## src/sv/csr_pkg.sv

```systemverilog
`default_nettype none

package csr_pkg;

    localparam int COORD_W = 12;
    localparam int RAD_W   = 6;
    localparam int COLOR_W = 32;
    localparam int MODE_W  = 2;
    localparam int SCR_W   = 12;
    localparam int ROW_W   = 11;
    localparam int LEN_W   = 12;
    localparam int ARG_W   = 13;
    localparam int ROOT_W  = 7;
    localparam int WORK_W  = 14;

    localparam logic [SCR_W-1:0] SCREEN_LIMIT   = 12'd2048;
    localparam logic [SCR_W-1:0] WIDTH_RESET    = 12'd960;
    localparam logic [SCR_W-1:0] HEIGHT_RESET   = 12'd540;
    localparam logic             REG_WIDTH      = 1'b0;
    localparam logic             REG_HEIGHT     = 1'b1;
    localparam logic [ARG_W-1:0] ROOT_FIRST_BIT = 13'h1000;

    typedef struct packed {
        logic signed [COORD_W-1:0] cx;
        logic signed [COORD_W-1:0] cy;
        logic [RAD_W-1:0]          r;
        logic [COLOR_W-1:0]        color;
        logic [MODE_W-1:0]         mode;
    } csr_cmd_t;

    typedef enum logic [1:0] {
        S_IDLE,
        S_ARG,
        S_ROOT,
        S_CLIP
    } csr_state_t;

endpackage

`default_nettype wire

```

## src/sv/csr_front.sv

```systemverilog
`default_nettype none

module csr_front
    import csr_pkg::*;
#(
    parameter int MAX_RADIUS = 32
)
(
    input  wire logic                       clk,
    input  wire logic                       rst_n,
    input  wire logic                       push,
    output logic                            full,
    input  wire logic signed [COORD_W-1:0]  center_x,
    input  wire logic signed [COORD_W-1:0]  center_y,
    input  wire logic [RAD_W-1:0]           radius,
    input  wire logic [COLOR_W-1:0]         fill_color,
    input  wire logic [MODE_W-1:0]          blend_mode,
    output logic                            cmd_valid,
    input  wire logic                       cmd_take,
    output csr_cmd_t                        cmd
);

    csr_cmd_t   slot_reg [2];
    logic       wr_ptr_reg;
    logic       wr_ptr_next;
    logic       rd_ptr_reg;
    logic       rd_ptr_next;
    logic [1:0] count_reg;
    logic [1:0] count_next;
    logic       accept;
    logic       keep;
    logic       take;
    csr_cmd_t   incoming;

    assign full      = (count_reg == 2'd2);
    assign cmd_valid = (count_reg != 2'd0);
    assign cmd       = slot_reg[rd_ptr_reg];
    assign accept    = push && !full;

    // A circle of zero radius has no rows, so it is dropped here.
    assign keep      = accept && (radius != '0);
    assign take      = cmd_take && cmd_valid;

    always_comb
    begin
        incoming.cx    = center_x;
        incoming.cy    = center_y;
        incoming.r     = (radius > RAD_W'(MAX_RADIUS)) ? RAD_W'(MAX_RADIUS) : radius;
        incoming.color = fill_color;
        incoming.mode  = blend_mode;
    end

    always_comb
    begin
        wr_ptr_next = keep ? !wr_ptr_reg : wr_ptr_reg;
        rd_ptr_next = take ? !rd_ptr_reg : rd_ptr_reg;
        count_next  = count_reg + {1'b0, keep} - {1'b0, take};
    end

    always_ff @(posedge clk or negedge rst_n)
    begin
        if (!rst_n)
        begin
            wr_ptr_reg <= 1'b0;
            rd_ptr_reg <= 1'b0;
            count_reg  <= 2'd0;
        end
        else
        begin
            wr_ptr_reg <= wr_ptr_next;
            rd_ptr_reg <= rd_ptr_next;
            count_reg  <= count_next;
        end
    end

    always_ff @(posedge clk)
    begin
        if (keep)
        begin
            slot_reg[wr_ptr_reg] <= incoming;
        end
    end

endmodule

`default_nettype wire

```

## src/sv/csr_isqrt.sv

```systemverilog
`default_nettype none

module csr_isqrt
    import csr_pkg::*;
(
    input  wire logic              clk,
    input  wire logic              rst_n,
    input  wire logic              start,
    input  wire logic [ARG_W-1:0]  arg,
    output logic                   done,
    output logic [ROOT_W-1:0]      root
);

    logic [ARG_W-1:0]  rem_reg;
    logic [ARG_W-1:0]  rem_next;
    logic [WORK_W-1:0] root_reg;
    logic [WORK_W-1:0] root_next;
    logic [ARG_W-1:0]  bit_reg;
    logic [ARG_W-1:0]  bit_next;
    logic              active_reg;
    logic              active_next;
    logic              done_reg;
    logic              done_next;
    logic [WORK_W-1:0] trial;

    assign done = done_reg;
    assign root = root_reg[ROOT_W-1:0];
    assign trial = root_reg + {1'b0, bit_reg};

    // One result bit is settled per cycle, starting from the top bit pair.
    always_comb
    begin
        rem_next    = rem_reg;
        root_next   = root_reg;
        bit_next    = bit_reg;
        active_next = active_reg;
        done_next   = 1'b0;
        if (start)
        begin
            rem_next    = arg;
            root_next   = '0;
            bit_next    = ROOT_FIRST_BIT;
            active_next = 1'b1;
        end
        else if (active_reg)
        begin
            if ({1'b0, rem_reg} >= trial)
            begin
                rem_next  = rem_reg - trial[ARG_W-1:0];
                root_next = (root_reg >> 1) + {1'b0, bit_reg};
            end
            else
            begin
                root_next = root_reg >> 1;
            end
            bit_next = bit_reg >> 2;
            if (bit_reg[0])
            begin
                active_next = 1'b0;
                done_next   = 1'b1;
            end
        end
    end

    always_ff @(posedge clk or negedge rst_n)
    begin
        if (!rst_n)
        begin
            active_reg <= 1'b0;
            done_reg   <= 1'b0;
        end
        else
        begin
            active_reg <= active_next;
            done_reg   <= done_next;
        end
    end

    always_ff @(posedge clk)
    begin
        rem_reg  <= rem_next;
        root_reg <= root_next;
        bit_reg  <= bit_next;
    end

endmodule

`default_nettype wire

```

## src/sv/csr_back.sv

```systemverilog
`default_nettype none

module csr_back
    import csr_pkg::*;
(
    input  wire logic              clk,
    input  wire logic              rst_n,
    input  wire logic [SCR_W-1:0]  scr_width,
    input  wire logic [SCR_W-1:0]  scr_height,
    input  wire logic              cmd_valid,
    output logic                   cmd_take,
    input  wire csr_cmd_t          cmd,
    output logic                   empty,
    input  wire logic              pop,
    output logic [ROW_W-1:0]       span_row,
    output logic [ROW_W-1:0]       span_start,
    output logic [LEN_W-1:0]       span_length,
    output logic                   visible,
    output logic [COLOR_W-1:0]     span_color,
    output logic [MODE_W-1:0]      span_mode,
    output logic                   last
);

    csr_state_t         state_reg;
    csr_state_t         state_next;
    csr_cmd_t           cur_reg;
    csr_cmd_t           cur_next;
    logic [RAD_W-1:0]   idx_reg;
    logic [RAD_W-1:0]   idx_next;
    logic               out_valid_reg;
    logic               out_valid_next;
    logic [ROW_W-1:0]   row_reg;
    logic [ROW_W-1:0]   row_next;
    logic [ROW_W-1:0]   start_reg;
    logic [ROW_W-1:0]   start_next;
    logic [LEN_W-1:0]   len_reg;
    logic [LEN_W-1:0]   len_next;
    logic               vis_reg;
    logic               vis_next;
    logic               last_reg;
    logic               last_next;
    logic [COLOR_W-1:0] color_reg;
    logic [COLOR_W-1:0] color_next;
    logic [MODE_W-1:0]  mode_reg;
    logic [MODE_W-1:0]  mode_next;

    logic               sq_start;
    logic               sq_done;
    logic [ROOT_W-1:0]  sq_root;
    logic [ARG_W-1:0]   sq_arg;

    logic               out_free;
    logic               row_last;
    logic signed [RAD_W:0]    d;
    logic signed [WORK_W-1:0] d_sq;
    logic [ARG_W-2:0]         r_sq;
    logic [ARG_W-2:0]         diff;
    logic signed [WORK_W-1:0] row_s;
    logic signed [WORK_W-1:0] xofs0;
    logic signed [WORK_W-1:0] xofs_a;
    logic signed [WORK_W-1:0] len_a;
    logic signed [WORK_W-1:0] len_b;
    logic signed [WORK_W-1:0] w_s;
    logic                     row_ok;
    logic                     vis_c;

    csr_isqrt u_isqrt (
        .clk   (clk),
        .rst_n (rst_n),
        .start (sq_start),
        .arg   (sq_arg),
        .done  (sq_done),
        .root  (sq_root)
    );

    assign empty       = !out_valid_reg;
    assign span_row    = row_reg;
    assign span_start  = start_reg;
    assign span_length = len_reg;
    assign visible     = vis_reg;
    assign span_color  = color_reg;
    assign span_mode   = mode_reg;
    assign last        = last_reg;

    assign out_free = !out_valid_reg || pop;
    assign row_last = ({1'b0, idx_reg} == ({cur_reg.r, 1'b0} - 7'd1));

    // Chord argument: 4 * (r*r - (r - i)^2), always below 2^13.
    always_comb
    begin
        d      = $signed({1'b0, cur_reg.r}) - $signed({1'b0, idx_reg});
        d_sq   = WORK_W'(d * d);
        r_sq   = (ARG_W-1)'(cur_reg.r * cur_reg.r);
        diff   = r_sq - d_sq[ARG_W-2:0];
        sq_arg = {diff[ARG_W-3:0], 2'b00};
    end

    always_comb
    begin
        w_s    = $signed({2'b00, scr_width});
        row_s  = WORK_W'(cur_reg.cy) - $signed({8'd0, cur_reg.r})
                 + $signed({8'd0, idx_reg});
        row_ok = !row_s[WORK_W-1]
                 && (row_s[WORK_W-2:0] < {1'b0, scr_height});
        xofs0  = WORK_W'(cur_reg.cx) - $signed({8'd0, sq_root[ROOT_W-1:1]});
        if (xofs0[WORK_W-1])
        begin
            len_a  = $signed({7'd0, sq_root}) + xofs0;
            xofs_a = '0;
        end
        else
        begin
            len_a  = $signed({7'd0, sq_root});
            xofs_a = xofs0;
        end
        if ((xofs_a + len_a) >= w_s)
        begin
            len_b = w_s - xofs_a;
        end
        else
        begin
            len_b = len_a;
        end
        vis_c = row_ok && !len_b[WORK_W-1] && (len_b != '0);
    end

    always_comb
    begin
        state_next = state_reg;
        case (state_reg)
            S_IDLE:
            begin
                if (cmd_valid)
                begin
                    state_next = S_ARG;
                end
            end
            S_ARG:
            begin
                state_next = S_ROOT;
            end
            S_ROOT:
            begin
                if (sq_done)
                begin
                    state_next = S_CLIP;
                end
            end
            S_CLIP:
            begin
                if (out_free)
                begin
                    state_next = row_last ? S_IDLE : S_ARG;
                end
            end
            default:
            begin
                state_next = S_IDLE;
            end
        endcase
    end

    always_comb
    begin
        cmd_take       = 1'b0;
        sq_start       = 1'b0;
        cur_next       = cur_reg;
        idx_next       = idx_reg;
        out_valid_next = out_valid_reg && !pop;
        row_next       = row_reg;
        start_next     = start_reg;
        len_next       = len_reg;
        vis_next       = vis_reg;
        last_next      = last_reg;
        color_next     = color_reg;
        mode_next      = mode_reg;
        case (state_reg)
            S_IDLE:
            begin
                if (cmd_valid)
                begin
                    cmd_take = 1'b1;
                    cur_next = cmd;
                    idx_next = '0;
                end
            end
            S_ARG:
            begin
                sq_start = 1'b1;
            end
            S_ROOT:
            begin
                sq_start = 1'b0;
            end
            S_CLIP:
            begin
                if (out_free)
                begin
                    out_valid_next = 1'b1;
                    vis_next       = vis_c;
                    row_next       = vis_c ? row_s[ROW_W-1:0] : '0;
                    start_next     = vis_c ? xofs_a[ROW_W-1:0] : '0;
                    len_next       = vis_c ? len_b[LEN_W-1:0] : '0;
                    last_next      = row_last;
                    color_next     = cur_reg.color;
                    mode_next      = cur_reg.mode;
                    idx_next       = idx_reg + RAD_W'(1);
                end
            end
            default:
            begin
                cmd_take = 1'b0;
            end
        endcase
    end

    always_ff @(posedge clk or negedge rst_n)
    begin
        if (!rst_n)
        begin
            state_reg     <= S_IDLE;
            out_valid_reg <= 1'b0;
        end
        else
        begin
            state_reg     <= state_next;
            out_valid_reg <= out_valid_next;
        end
    end

    always_ff @(posedge clk)
    begin
        cur_reg   <= cur_next;
        idx_reg   <= idx_next;
        row_reg   <= row_next;
        start_reg <= start_next;
        len_reg   <= len_next;
        vis_reg   <= vis_next;
        last_reg  <= last_next;
        color_reg <= color_next;
        mode_reg  <= mode_next;
    end

endmodule

`default_nettype wire

```

## src/sv/circle_span_rasterizer.sv

```systemverilog
`default_nettype none

// Channel        Direction  Handshake            Payload
// command        in         push / full          center_x center_y radius fill_color blend_mode
// span           out        empty / pop          span_row span_start span_length visible
//                                                span_color span_mode last
// configuration  in         cfg_we               cfg_addr cfg_wdata
//
// Each row of a circle runs through these steps: the chord argument is formed and
// the root unit started, the root unit takes seven square root steps, the root
// is seen to finish, and the row is clipped and loaded into the span register
// once it is free. A command of radius r gives 2*r rows after it is picked up.
// A two-entry command queue lets new commands arrive while spans are produced.
// The row sequencer halts while the span register is full and not popped.
// Reset clears both queues and loads the screen size of 960 by 540.

module circle_span_rasterizer
    import csr_pkg::*;
#(
    parameter int MAX_RADIUS = 32
)
(
    input  wire logic                       clk,
    input  wire logic                       rst_n,
    input  wire logic                       cfg_we,
    input  wire logic                       cfg_addr,
    input  wire logic [SCR_W-1:0]           cfg_wdata,
    input  wire logic                       push,
    output logic                            full,
    input  wire logic signed [COORD_W-1:0]  center_x,
    input  wire logic signed [COORD_W-1:0]  center_y,
    input  wire logic [RAD_W-1:0]           radius,
    input  wire logic [COLOR_W-1:0]         fill_color,
    input  wire logic [MODE_W-1:0]          blend_mode,
    output logic                            empty,
    input  wire logic                       pop,
    output logic [ROW_W-1:0]                span_row,
    output logic [ROW_W-1:0]                span_start,
    output logic [LEN_W-1:0]                span_length,
    output logic                            visible,
    output logic [COLOR_W-1:0]              span_color,
    output logic [MODE_W-1:0]               span_mode,
    output logic                            last
);

    logic [SCR_W-1:0] width_reg;
    logic [SCR_W-1:0] width_next;
    logic [SCR_W-1:0] height_reg;
    logic [SCR_W-1:0] height_next;
    logic [SCR_W-1:0] cfg_clamped;
    logic             cmd_valid;
    logic             cmd_take;
    csr_cmd_t         cmd;

    assign cfg_clamped = (cfg_wdata > SCREEN_LIMIT) ? SCREEN_LIMIT : cfg_wdata;

    always_comb
    begin
        width_next  = width_reg;
        height_next = height_reg;
        if (cfg_we)
        begin
            case (cfg_addr)
                REG_WIDTH:  width_next  = cfg_clamped;
                REG_HEIGHT: height_next = cfg_clamped;
                default:    width_next  = width_reg;
            endcase
        end
    end

    always_ff @(posedge clk or negedge rst_n)
    begin
        if (!rst_n)
        begin
            width_reg  <= WIDTH_RESET;
            height_reg <= HEIGHT_RESET;
        end
        else
        begin
            width_reg  <= width_next;
            height_reg <= height_next;
        end
    end

    csr_front #(
        .MAX_RADIUS (MAX_RADIUS)
    ) u_front (
        .clk        (clk),
        .rst_n      (rst_n),
        .push       (push),
        .full       (full),
        .center_x   (center_x),
        .center_y   (center_y),
        .radius     (radius),
        .fill_color (fill_color),
        .blend_mode (blend_mode),
        .cmd_valid  (cmd_valid),
        .cmd_take   (cmd_take),
        .cmd        (cmd)
    );

    csr_back u_back (
        .clk         (clk),
        .rst_n       (rst_n),
        .scr_width   (width_reg),
        .scr_height  (height_reg),
        .cmd_valid   (cmd_valid),
        .cmd_take    (cmd_take),
        .cmd         (cmd),
        .empty       (empty),
        .pop         (pop),
        .span_row    (span_row),
        .span_start  (span_start),
        .span_length (span_length),
        .visible     (visible),
        .span_color  (span_color),
        .span_mode   (span_mode),
        .last        (last)
    );

endmodule

`default_nettype wire
```

## config.mk

```make
export PLATFORM = sky130hd
export DESIGN_NAME = circle_span_rasterizer
export DESIGN_NICKNAME = d
export VERILOG_FILES = /design/src/sv/csr_pkg.sv /design/src/sv/csr_front.sv /design/src/sv/csr_isqrt.sv /design/src/sv/csr_back.sv /design/src/sv/circle_span_rasterizer.sv
export SDC_FILE = /design/constraint.sdc
export NUM_CORES = 1
export LEC_CHECK = 0
export BUFFER_PORTS_ARGS = -buffer_cell sky130_fd_sc_hd__buf_4
export CAP_MARGIN = 20
export CORE_MARGIN = 2
export CORE_UTILIZATION = 35
export CTS_CLUSTER_DIAMETER = 50
export DETAILED_ROUTE_END_ITERATION = 7
export GPL_ROUTABILITY_DRIVEN = 1
export SLEW_MARGIN = 40
export SYNTH_ARGS = -nofsm -noshare
export SYNTH_HDL_FRONTEND = slang
export SYNTH_SLANG_ARGS = --single-unit
```

## constraint.sdc

```tcl
create_clock -name clk -period 8 [get_ports clk]
set_clock_uncertainty 0.1 [all_clocks]
set_input_delay 1.6 -clock clk [delete_from_list [all_inputs] [get_ports clk]]
set_output_delay 1.6 -clock clk [all_outputs]
set_load 0.005 [all_outputs]
```

==> flow_metrics.tcl, run 1 <==
set metrics [dict create \
    status "completed" \
    regToRegSetupSlack_ns 0.66 \
    synth_top_family_by_area "adder cells" \
    hold_depth 0 \
    multiInputGateArea_mm2 0.009150 \
    num_vias 12960 \
    fin_crit_ns 7.340 \
    finalHoldViolCount 0 \
    rows 86 \
    wl_um 44770 \
    synth-compound-area-share_pct 11.86 \
    cts_htree_levels 2 \
    ios 154 \
    port_buffers 153 \
    post-route-period-util_pct 91.76 \
    finalNetCount 2121 \
    max_freq_mhz 136.2 \
    startpoint_type "register" \
    critPathTopFamily "adder cells" \
    reg2reg_from "u_back.cur_reg[34]$_DFFE_PP_" \
    drive_above_1_share_pct 19.34 \
    min_from "u_back.cur_reg[19]$_DFFE_PP_" \
    r2r_end "u_back.u_isqrt.rem_reg[12]$_DFFE_PP_" \
    antenna_found_initial 5 \
    hold_buffers 0 \
    dp_slack_ns 0.5446 \
    gr-usage-all-layers_pct 15.65 \
    whs_endpoint "u_back.span_color[17]$_DFFE_PP_" \
    synth_xor_area_share_pct 5.016 \
    clock-root-buffer "clkbuf_16" \
    crit_buf_inv 4 \
    initial_utilization_pct 35.43 \
    async_reset_ff_share_pct 9.851 \
    final_cell_mix "279 x edfxtp_1, 161 x inv_1, 158 x buf_4" \
    worstMarginPinSlew_ns 0.8656 \
    dr.pass1.iters 5 \
    worstPathMaxFanout 9 \
    coreArea_mm2 0.05520 \
    crit_path_start "u_back.cur_reg[34]$_DFFE_PP_" \
    avgSynthCellArea_um2 11.72 \
    dieArea_mm2 0.05778 \
    clkTransAtPathRegs_ns 0.06 \
    cts_post_setup_buffers_inserted 0 \
    layout_commonest_cell "edfxtp_1" \
    relSlewSlack_pct 42.17 \
    drc 0 \
    arrival_ns 7.54 \
    layout_setup_ws_ns 0.6596 \
    worstSkewPairLatency_ns 0.57 \
    holdWs_ns 0.3170 \
    cts_tree "yes" \
    critPathRequiredTime_ns 8.20 \
    muxShareOfSynthArea_pct 4.997 \
    antenna_left 0 \
    seq_area_frac_synth_pct 49.47 \
    cts_buffers 41 \
    synthFlopType "edfxtp_1" \
    worstSetupPathType "register to register" \
    drt-vias-per-instance 4.953 \
    globalRouteOverflowTotal 0 \
    regArea_mm2 0.009676 \
    drv_slew 0 \
    synth_nets 1956 \
    slowest_stage "edfxtp_1" \
    wl_per_cell_um 17.11 \
    synthDistinctLibCells 88 \
    synth-edff-count 279 \
    clockBufferDepth 3 \
    cts_resized 0 \
    largest_reg_flops 128 \
    end_kind "register" \
    n_fill_cell 5248 \
    clkSinkCount 335 \
    drt-initial-drc-count 758 \
    grt_max_degree 67 \
    synth-seq-cells 335 \
    dieHeight_um 240.4 \
    rsz0062_at_grt "false" \
    setup-violations-final 0 \
    routabilityCongestion 0.8532 \
    hold_path.class "register to register" \
    synthAdderAreaFrac_pct 15.19 \
    die_w_um 240.4 \
    synthesis.area_mm2 0.01956 \
    tns_ns 0 \
    yosys.area_share.simple_pct 9.424 \
    cap_viol_max_count 0 \
    synthToLayoutAreaGrowth_pct 17.45 \
    final_util_pct 41.61 \
    synth_cells 1669 \
    ys_warn_count 0 \
    grt_pass1_vias 13410 \
    critPathMaxStageDelay_ns 0.56 \
    reg2regPathDepth 26 \
    dp_hpwl_um 33270 \
    grt_pass1_wl_um 71080 \
]
==> cells in the mapped netlist (4+ instances only) <==
cell | number | area, um^2
xnor2_1 | 76 | 665.6
o31a_1 | 7 | 61.31
o21bai_1 | 13 | 97.59
buf_2 | 7 | 35.03
nor2b_1 | 21 | 131.4
inv_1 | 161 | 604.3
a211o_1 | 4 | 35.03
o31ai_1 | 12 | 90.09
and2_1 | 10 | 62.56
edfxtp_1 | 279 | 8378
clkbuf_1 | 29 | 108.9
fa_1 | 54 | 1081
o22ai_1 | 5 | 31.28
and3_1 | 6 | 37.54
ha_1 | 151 | 1889
nor3_1 | 22 | 110.1
a21o_1 | 29 | 217.7
a21boi_2 | 8 | 90.09
nand2b_1 | 27 | 168.9
or3_1 | 11 | 68.82
nor2_1 | 106 | 397.9
a211oi_1 | 14 | 105.1
a31oi_1 | 9 | 56.30
a21oi_1 | 72 | 360.4
dfstp_2 | 8 | 210.2
nand3_1 | 17 | 85.08
o21a_1 | 17 | 127.6
a21oi_2 | 14 | 122.6
or2_2 | 4 | 25.02
mux2i_1 | 20 | 200.2
o21ai_0 | 81 | 405.4
o211ai_1 | 6 | 45.04
xor2_1 | 36 | 315.3
nand4_1 | 6 | 37.54
a22o_1 | 6 | 52.55
dfrtp_1 | 25 | 625.6
o21ai_1 | 7 | 35.03
mux2_2 | 69 | 777.0
dfxtp_1 | 23 | 460.4
nor4_1 | 7 | 43.79
o2111ai_1 | 4 | 35.03
nand2_1 | 118 | 442.9
==> area by class of cell <==
cell class              instances  share of cell area (%)
diodes                          1                 0.01089
clock buffers                  51                   4.853
clock inverters                25                  0.9369
inverters                     161                   2.631
multi-input cells            1131                   39.84
flip-flops and latches        335                   42.12
well taps                     748                   4.075
repair buffers                164                   5.534
==> metal layers <==
metal,routed length (um),vias to the layer above,GRT usage [%]
met5,30,-,0
met4,923,4,4.498
met3,3486,68,5.063
met2,20940,295,25.79
met1,19390,6259,19.63
li1,-,6332,-
==> logic make-up (layout without fill, tap and decap cells) <==
kind of cell	count (synthesis)	count (layout)
AND/OR/NAND/NOR	379	379
XOR/XNOR	112	112
buffers and inverters	203	401
multiplexers	89	89
AO/OA/AOI/OAI	345	345
flip-flops	335	335
other	1	2
adder cells (fa/ha/maj)	205	205
==> stage by stage <==
step | area (um^2) | cells
after global placement | 21550 | 2537
final | 22970 | 2616
after floorplan | 19560 | 1669
after global routing | 22970 | 2615
after CTS | 22960 | 2615
after detailed placement | 21630 | 2539
==> worst max-delay path by stage <==
| stage | end | slack [ns] | depth (start not counted) |
|---|---|---|---|
| after floorplan | u_back.u_isqrt.rem_reg[11]$_DFFE_PP_ | 1.27 | 27 |
| after global placement | u_back.u_isqrt.rem_reg[12]$_DFFE_PP_ | 0.68 | 26 |
| after detailed placement | u_back.span_row[4]$_SDFFCE_PN0P_ | 0.54 | 29 |
| after CTS | u_back.span_row[3]$_SDFFCE_PN0P_ | 0.52 | 29 |
| after global routing | u_back.span_row[3]$_SDFFCE_PN0P_ | 0.08 | 30 |
| final | u_back.u_isqrt.rem_reg[12]$_DFFE_PP_ | 0.66 | 26 |
==> worst reg2reg max path, delay by kind of cell, from the launching register on <==
family | cells | cell delay, ns
and+or+nand+nor | 3 | 0.70
adders and majority gates | 8 | 3.42
xor gates and xnor gates | 7 | 1.26
buffers and inverters | 4 | 0.39
AOI/OAI and AO/OA | 4 | 0.64
DFF | 1 | 0.56
Power of run 1 is left out: the tool's default activity adds up to more than one toggle a clock period on the data nets, which glitch-free logic cannot reach.
==> run 2: changes to the inputs <==
--- a/config.mk
+++ b/config.mk
@@ -12,6 +12,7 @@
 export CTS_CLUSTER_DIAMETER = 50
 export DETAILED_ROUTE_END_ITERATION = 7
 export GPL_ROUTABILITY_DRIVEN = 1
+export REMOVE_ABC_BUFFERS = 1
 export SLEW_MARGIN = 40
 export SYNTH_ARGS = -nofsm -noshare
 export SYNTH_HDL_FRONTEND = slang
==> flow_metrics.tcl, run 2 (synthesis gave the netlist of run 1 again) <==
set metrics [dict create \
    setup-violations-final 0 \
    finalNetCount 2120 \
    coreArea_mm2 0.05520 \
    worstSetupPathType "register to register" \
    hold_path.class "register to register" \
    synthToLayoutAreaGrowth_pct 17.19 \
    relSlewSlack_pct 43.35 \
    cts_buffers 41 \
    wl_met2_um 21520 \
    num_vias 12850 \
    finalHoldViolCount 0 \
    worstSkewPairLatency_ns 0.57 \
    fin_crit_ns 7.445 \
    num_antenna_cells 0 \
    worstMarginPinSlew_ns 0.8479 \
    layout_commonest_cell "edfxtp_1" \
    rsz0062_at_grt "false" \
    m1WireLength_um 19450 \
    initial_utilization_pct 35.43 \
    clock-root-buffer "clkbuf_16" \
    largest_reg_flops 128 \
    cts_post_setup_buffers_inserted 0 \
    tns_ns 0 \
    wl_per_cell_um 17.24 \
    clockBufferDepth 3 \
    cap_viol_max_count 0 \
    max_freq_mhz 134.3 \
    post-route-period-util_pct 93.06 \
    highest_layer "met4" \
    antenna_found_initial 1 \
    clkSinkCount 335 \
    drv_slew 0 \
    drc 0 \
    drive_above_1_share_pct 18.89 \
    dp_hpwl_um 33360 \
    critPathRequiredTime_ns 8.20 \
    worstPathMaxFanout 9 \
    port_buffers 153 \
    dieArea_mm2 0.05778 \
    grt_max_degree 66 \
    wl_met3_um 3064 \
    grt_pass1_vias 13370 \
    drt-vias-per-instance 4.920 \
    dr.pass1.iters 6 \
    wl_um 45000 \
    rows 86 \
    drt-initial-drc-count 697 \
    end_kind "register" \
    ios 154 \
    grt_pass1_wl_um 71200 \
    globalRouteOverflowTotal 0 \
    routabilityCongestion 0.8914 \
    clkTransAtPathRegs_ns 0.06 \
    hold_buffers 0 \
    arrival_ns 7.64 \
    cts_htree_levels 2 \
    startpoint_type "register" \
    dieHeight_um 240.4 \
    die_w_um 240.4 \
    gr-usage-all-layers_pct 15.73 \
    antenna_left 0 \
    status "completed" \
    cts_resized 0 \
    cts_tree "yes" \
    final_cell_mix "279 x edfxtp_1, 161 x inv_1, 158 x buf_4" \
]
run 2: changes by cell type in the layout (fill, tap and decap cells not counted), sizes merged:
cell / previous run / this run
buf: 164 / 163
clkbuf: 51 / 53
clkinv: 14 / 15
clkinvlp: 2 / 1
diode: 1 / 0
inv: 169 / 164
run 2: through the flow:
step | std cells | worst slack (ns) | util, % | instance area, um^2 | hold slack [ns]
4_1_cts | 2611 | 0.3560 | 41.50 | 22910 | 0.3171
6_report | 2611 | 0.5551 | 41.52 | 22920 | 0.3159
5_1_grt | 2611 | 0.09667 | 41.52 | 22920 | 0.3262
3_5_place_dp | 2538 | 0.3875 | 39.18 | 21630 | 0.3045
2_1_floorplan | 1627 | 1.209 | - | 19370 | 0.3003
3_3_place_gp | 2535 | 0.6113 | 39.02 | 21540 | 0.3012
run 2: layout make-up:
class	count	area [um^2]
clock buffer	53	1102
clock inverter	20	177.7
fill	5216	32280
inverter	161	604.3
multi-input combinational	1131	9153
sequential	335	9676
tap	748	935.9
timing repair buffer	163	1269
run 2: final timing paths:
kind	start	end	slack (ns)	cells after the start
setup / recovery	u_back.cur_reg[34]$_DFFE_PP_	u_back.u_isqrt.rem_reg[12]$_DFFE_PP_	0.56	26
hold / removal	u_back.cur_reg[6]$_DFFE_PP_	u_back.span_color[4]$_DFFE_PP_	0.32	0
setup reg to reg	u_back.cur_reg[34]$_DFFE_PP_	u_back.u_isqrt.rem_reg[12]$_DFFE_PP_	0.56	26
hold reg to reg	u_back.cur_reg[6]$_DFFE_PP_	u_back.span_color[4]$_DFFE_PP_	0.32	0
max in group asynchronous	rst_n	u_front.rd_ptr_reg$_DFFE_PN0P_	6.50	1
min in group asynchronous	rst_n	height_reg[7]$_DFFE_PN0P_	0.90	1
run 2: layer usage:
metal  vias up  global-route usage (%)
li1       6307                       -
met1      6204                   19.67
met2       271                   26.40
met3        65                   4.489
met4         0                   4.593
met5         -                       0
run 2: worst max-delay path, cell delays in order, from the launching register on:
cell,delay (ns)
edfxtp_1,0.55
inv_1,0.21
ha_1,0.22
inv_1,0.08
fa_1,0.42
a21o_1,0.20
a21oi_1,0.25
nor2b_1,0.08
o21ai_0,0.15
nand2b_1,0.22
or2_2,0.45
fa_1,0.53
inv_1,0.06
fa_1,0.53
fa_1,0.44
fa_1,0.52
fa_1,0.55
inv_1,0.04
ha_1,0.21
xor2_1,0.22
xnor2_1,0.17
xnor2_1,0.16
xnor2_1,0.17
xnor2_1,0.11
xnor2_1,0.30
xnor2_1,0.17
o21ai_0,0.09
Power of run 2 is left out for the same reason.
==> run 3: changes to the inputs <==
--- a/config.mk
+++ b/config.mk
@@ -5,6 +5,7 @@
 export SDC_FILE = /design/constraint.sdc
 export NUM_CORES = 1
 export LEC_CHECK = 0
+export ABC_AREA = 1
 export BUFFER_PORTS_ARGS = -buffer_cell sky130_fd_sc_hd__buf_4
 export CAP_MARGIN = 20
 export CORE_MARGIN = 2
@@ -17,3 +18,4 @@
 export SYNTH_ARGS = -nofsm -noshare
 export SYNTH_HDL_FRONTEND = slang
 export SYNTH_SLANG_ARGS = --single-unit
+export TNS_END_PERCENT = 1
==> flow_metrics.tcl, run 3 <==
set metrics [dict create \
    seq_area_frac_synth_pct 49.92 \
    status "completed" \
    n_fill_cell 5280 \
    synth_common_cells "439 x nand2_1, 311 x inv_1, 279 x edfxtp_1, 151 x ha_1, 150 x nor2_1" \
    num_vias 13490 \
    fin_crit_ns 7.230 \
    dp.cells 2799 \
    layout_commonest_cell "nand2_1" \
    cap_viol_max_count 0 \
    hold_buffers 0 \
    yosysMostFrequentCell "nand2_1" \
    stdcell_count 2874 \
    avgSynthCellArea_um2 9.832 \
    drt-vias-per-instance 4.692 \
    rsz0062_at_grt "false" \
    dr.pass1.iters 5 \
    drive_above_1_share_pct 13.69 \
    cts_resized 0 \
    yosysTopAreaCell "edfxtp_1" \
    worstSetupPathType "register to register" \
    antenna_left 0 \
    dieArea_mm2 0.05726 \
    slowest_stage "fa_1" \
    critPathRequiredTime_ns 8.18 \
    largest_reg_flops 128 \
    worstMarginPinSlew_ns 0.8120 \
    clkTransAtPathRegs_ns 0.06 \
    critPathTopFamily "adder cells" \
    port_buffers 153 \
    hold_path.class "register to register" \
    post-route-period-util_pct 90.37 \
    gr-usage-all-layers_pct 15.54 \
    ys_warn_count 0 \
    grt_pass1_vias 13620 \
    synthToLayoutAreaGrowth_pct 17.27 \
    clock-root-buffer "clkbuf_16" \
    tns_ns 0 \
    die_w_um 239.3 \
    finalHoldViolCount 0 \
    relSlewSlack_pct 45.87 \
    critPathMaxStageDelay_ns 0.54 \
    drt-initial-drc-count 857 \
    synth_cells 1971 \
    grt_max_degree 65 \
    final_cell_mix "439 x nand2_1, 309 x inv_1, 279 x edfxtp_1" \
    clockBufferDepth 3 \
    globalRouteOverflowTotal 0 \
    grt_pass1_wl_um 70260 \
    worstSkewPairLatency_ns 0.57 \
    cpMostUsedCell "inv_1" \
    ios 154 \
    routabilityCongestion 0.8539 \
    setup-violations-final 0 \
    initial_utilization_pct 35.31 \
    wl_per_cell_um 15.29 \
    drc 0 \
    cts_buffers 42 \
    worstPathMaxFanout 10 \
    dp_hpwl_um 32360 \
    cts_post_setup_buffers_inserted 0 \
    num_antenna_cells 0 \
    regArea_mm2 0.009676 \
    synth.top_cell.area_share_pct 43.23 \
    wl_um 43940 \
    coreArea_mm2 0.05488 \
    rows 86 \
    startpoint_type "register" \
    synthDistinctLibCells 50 \
    arrival_ns 7.41 \
    cts_tree "yes" \
    cts_htree_levels 2 \
    crit_buf_inv 8 \
    multiInputGateArea_mm2 0.008330 \
    synthesis.area_mm2 0.01938 \
    synth-edff-count 279 \
    finalNetCount 2426 \
    end_kind "register" \
    antenna_found_initial 0 \
    synth.area.top_cells "edfxtp_1 43%, ha_1 9.7%, nand2_1 8.5%" \
    clkSinkCount 335 \
    final_util_pct 41.41 \
    synth-seq-cells 335 \
    synthFlopType "edfxtp_1" \
    layout_setup_ws_ns 0.7701 \
    dieHeight_um 239.3 \
    drv_slew 0 \
    max_freq_mhz 138.3 \
    async_reset_ff_share_pct 9.851 \
    dp_slack_ns 0.7935 \
]
==> run 3: cell types whose count changed after synthesis, sizes merged, moves of 37 or more <==
cell,before,now
mux2,69,0
xnor2,76,39
nand3,17,62
nand2,118,456
nor2,107,166
inv,161,319
==> run 3: path summary, 6_finish.rpt <==
| path | cells past startpoint | slack, ns | endpoint | startpoint |
|---|---|---|---|---|
| worst min-delay path | 0 | 0.31 | u_back.span_color[11]$_DFFE_PP_ | u_back.cur_reg[13]$_DFFE_PP_ |
| min in group asynchronous | 1 | 0.88 | u_front.count_reg[0]$_DFF_PN0_ | rst_n |
| max in group asynchronous | 1 | 6.53 | width_reg[9]$_DFFE_PN1P_ | rst_n |
| worst max-delay path | 32 | 0.77 | u_back.u_isqrt.rem_reg[12]$_DFFE_PP_ | u_back.cur_reg[34]$_DFFE_PP_ |
| worst min register to register | 0 | 0.31 | u_back.span_color[11]$_DFFE_PP_ | u_back.cur_reg[13]$_DFFE_PP_ |
| worst max register to register | 32 | 0.77 | u_back.u_isqrt.rem_reg[12]$_DFFE_PP_ | u_back.cur_reg[34]$_DFFE_PP_ |
==> run 3: stage by stage <==
stage | cell area [um^2] | hold slack, ns
global route | 22730 | 0.3212
finish | 22730 | 0.3147
detailed placement | 21330 | 0.3045
floorplan | 19180 | 0.3003
CTS | 22720 | 0.3149
global placement | 21300 | 0.3015
==> run 3: cell type report <==
type | instances | share of cell area [%]
clock inverters | 23 | 1.195
repair buffers | 164 | 5.500
clock buffers | 52 | 4.928
flip-flops and latches | 335 | 42.58
multi-input cells | 1277 | 36.66
inverters | 319 | 5.269
well taps | 704 | 3.876
==> run 3: layer usage <==
metal | share of wire (%) | up-vias | GRT usage [%]
met1 | 44 | 6385 | 19.57
li1 | - | 6787 | -
met3 | 6.4 | 51 | 4.114
met2 | 48 | 263 | 26.46
met4 | 1.7 | 0 | 3.939
met5 | 0 | - | 0
==> run 3: cell families (layout without fill, tap and decap cells) <==
group,Yosys count,in the layout,share of synthesized area [%]
xor gates and xnor gates,110,110,4.972
buffers and inverters,359,558,7.225
and+or+nand+nor,719,719,15.61
muxes,1,1,0.05165
adders and majority gates,205,205,15.33
AOI/OAI and AO/OA,241,241,6.876
DFF,335,335,49.92
other,1,1,0.01935
Power of run 3 is left out for the same reason.
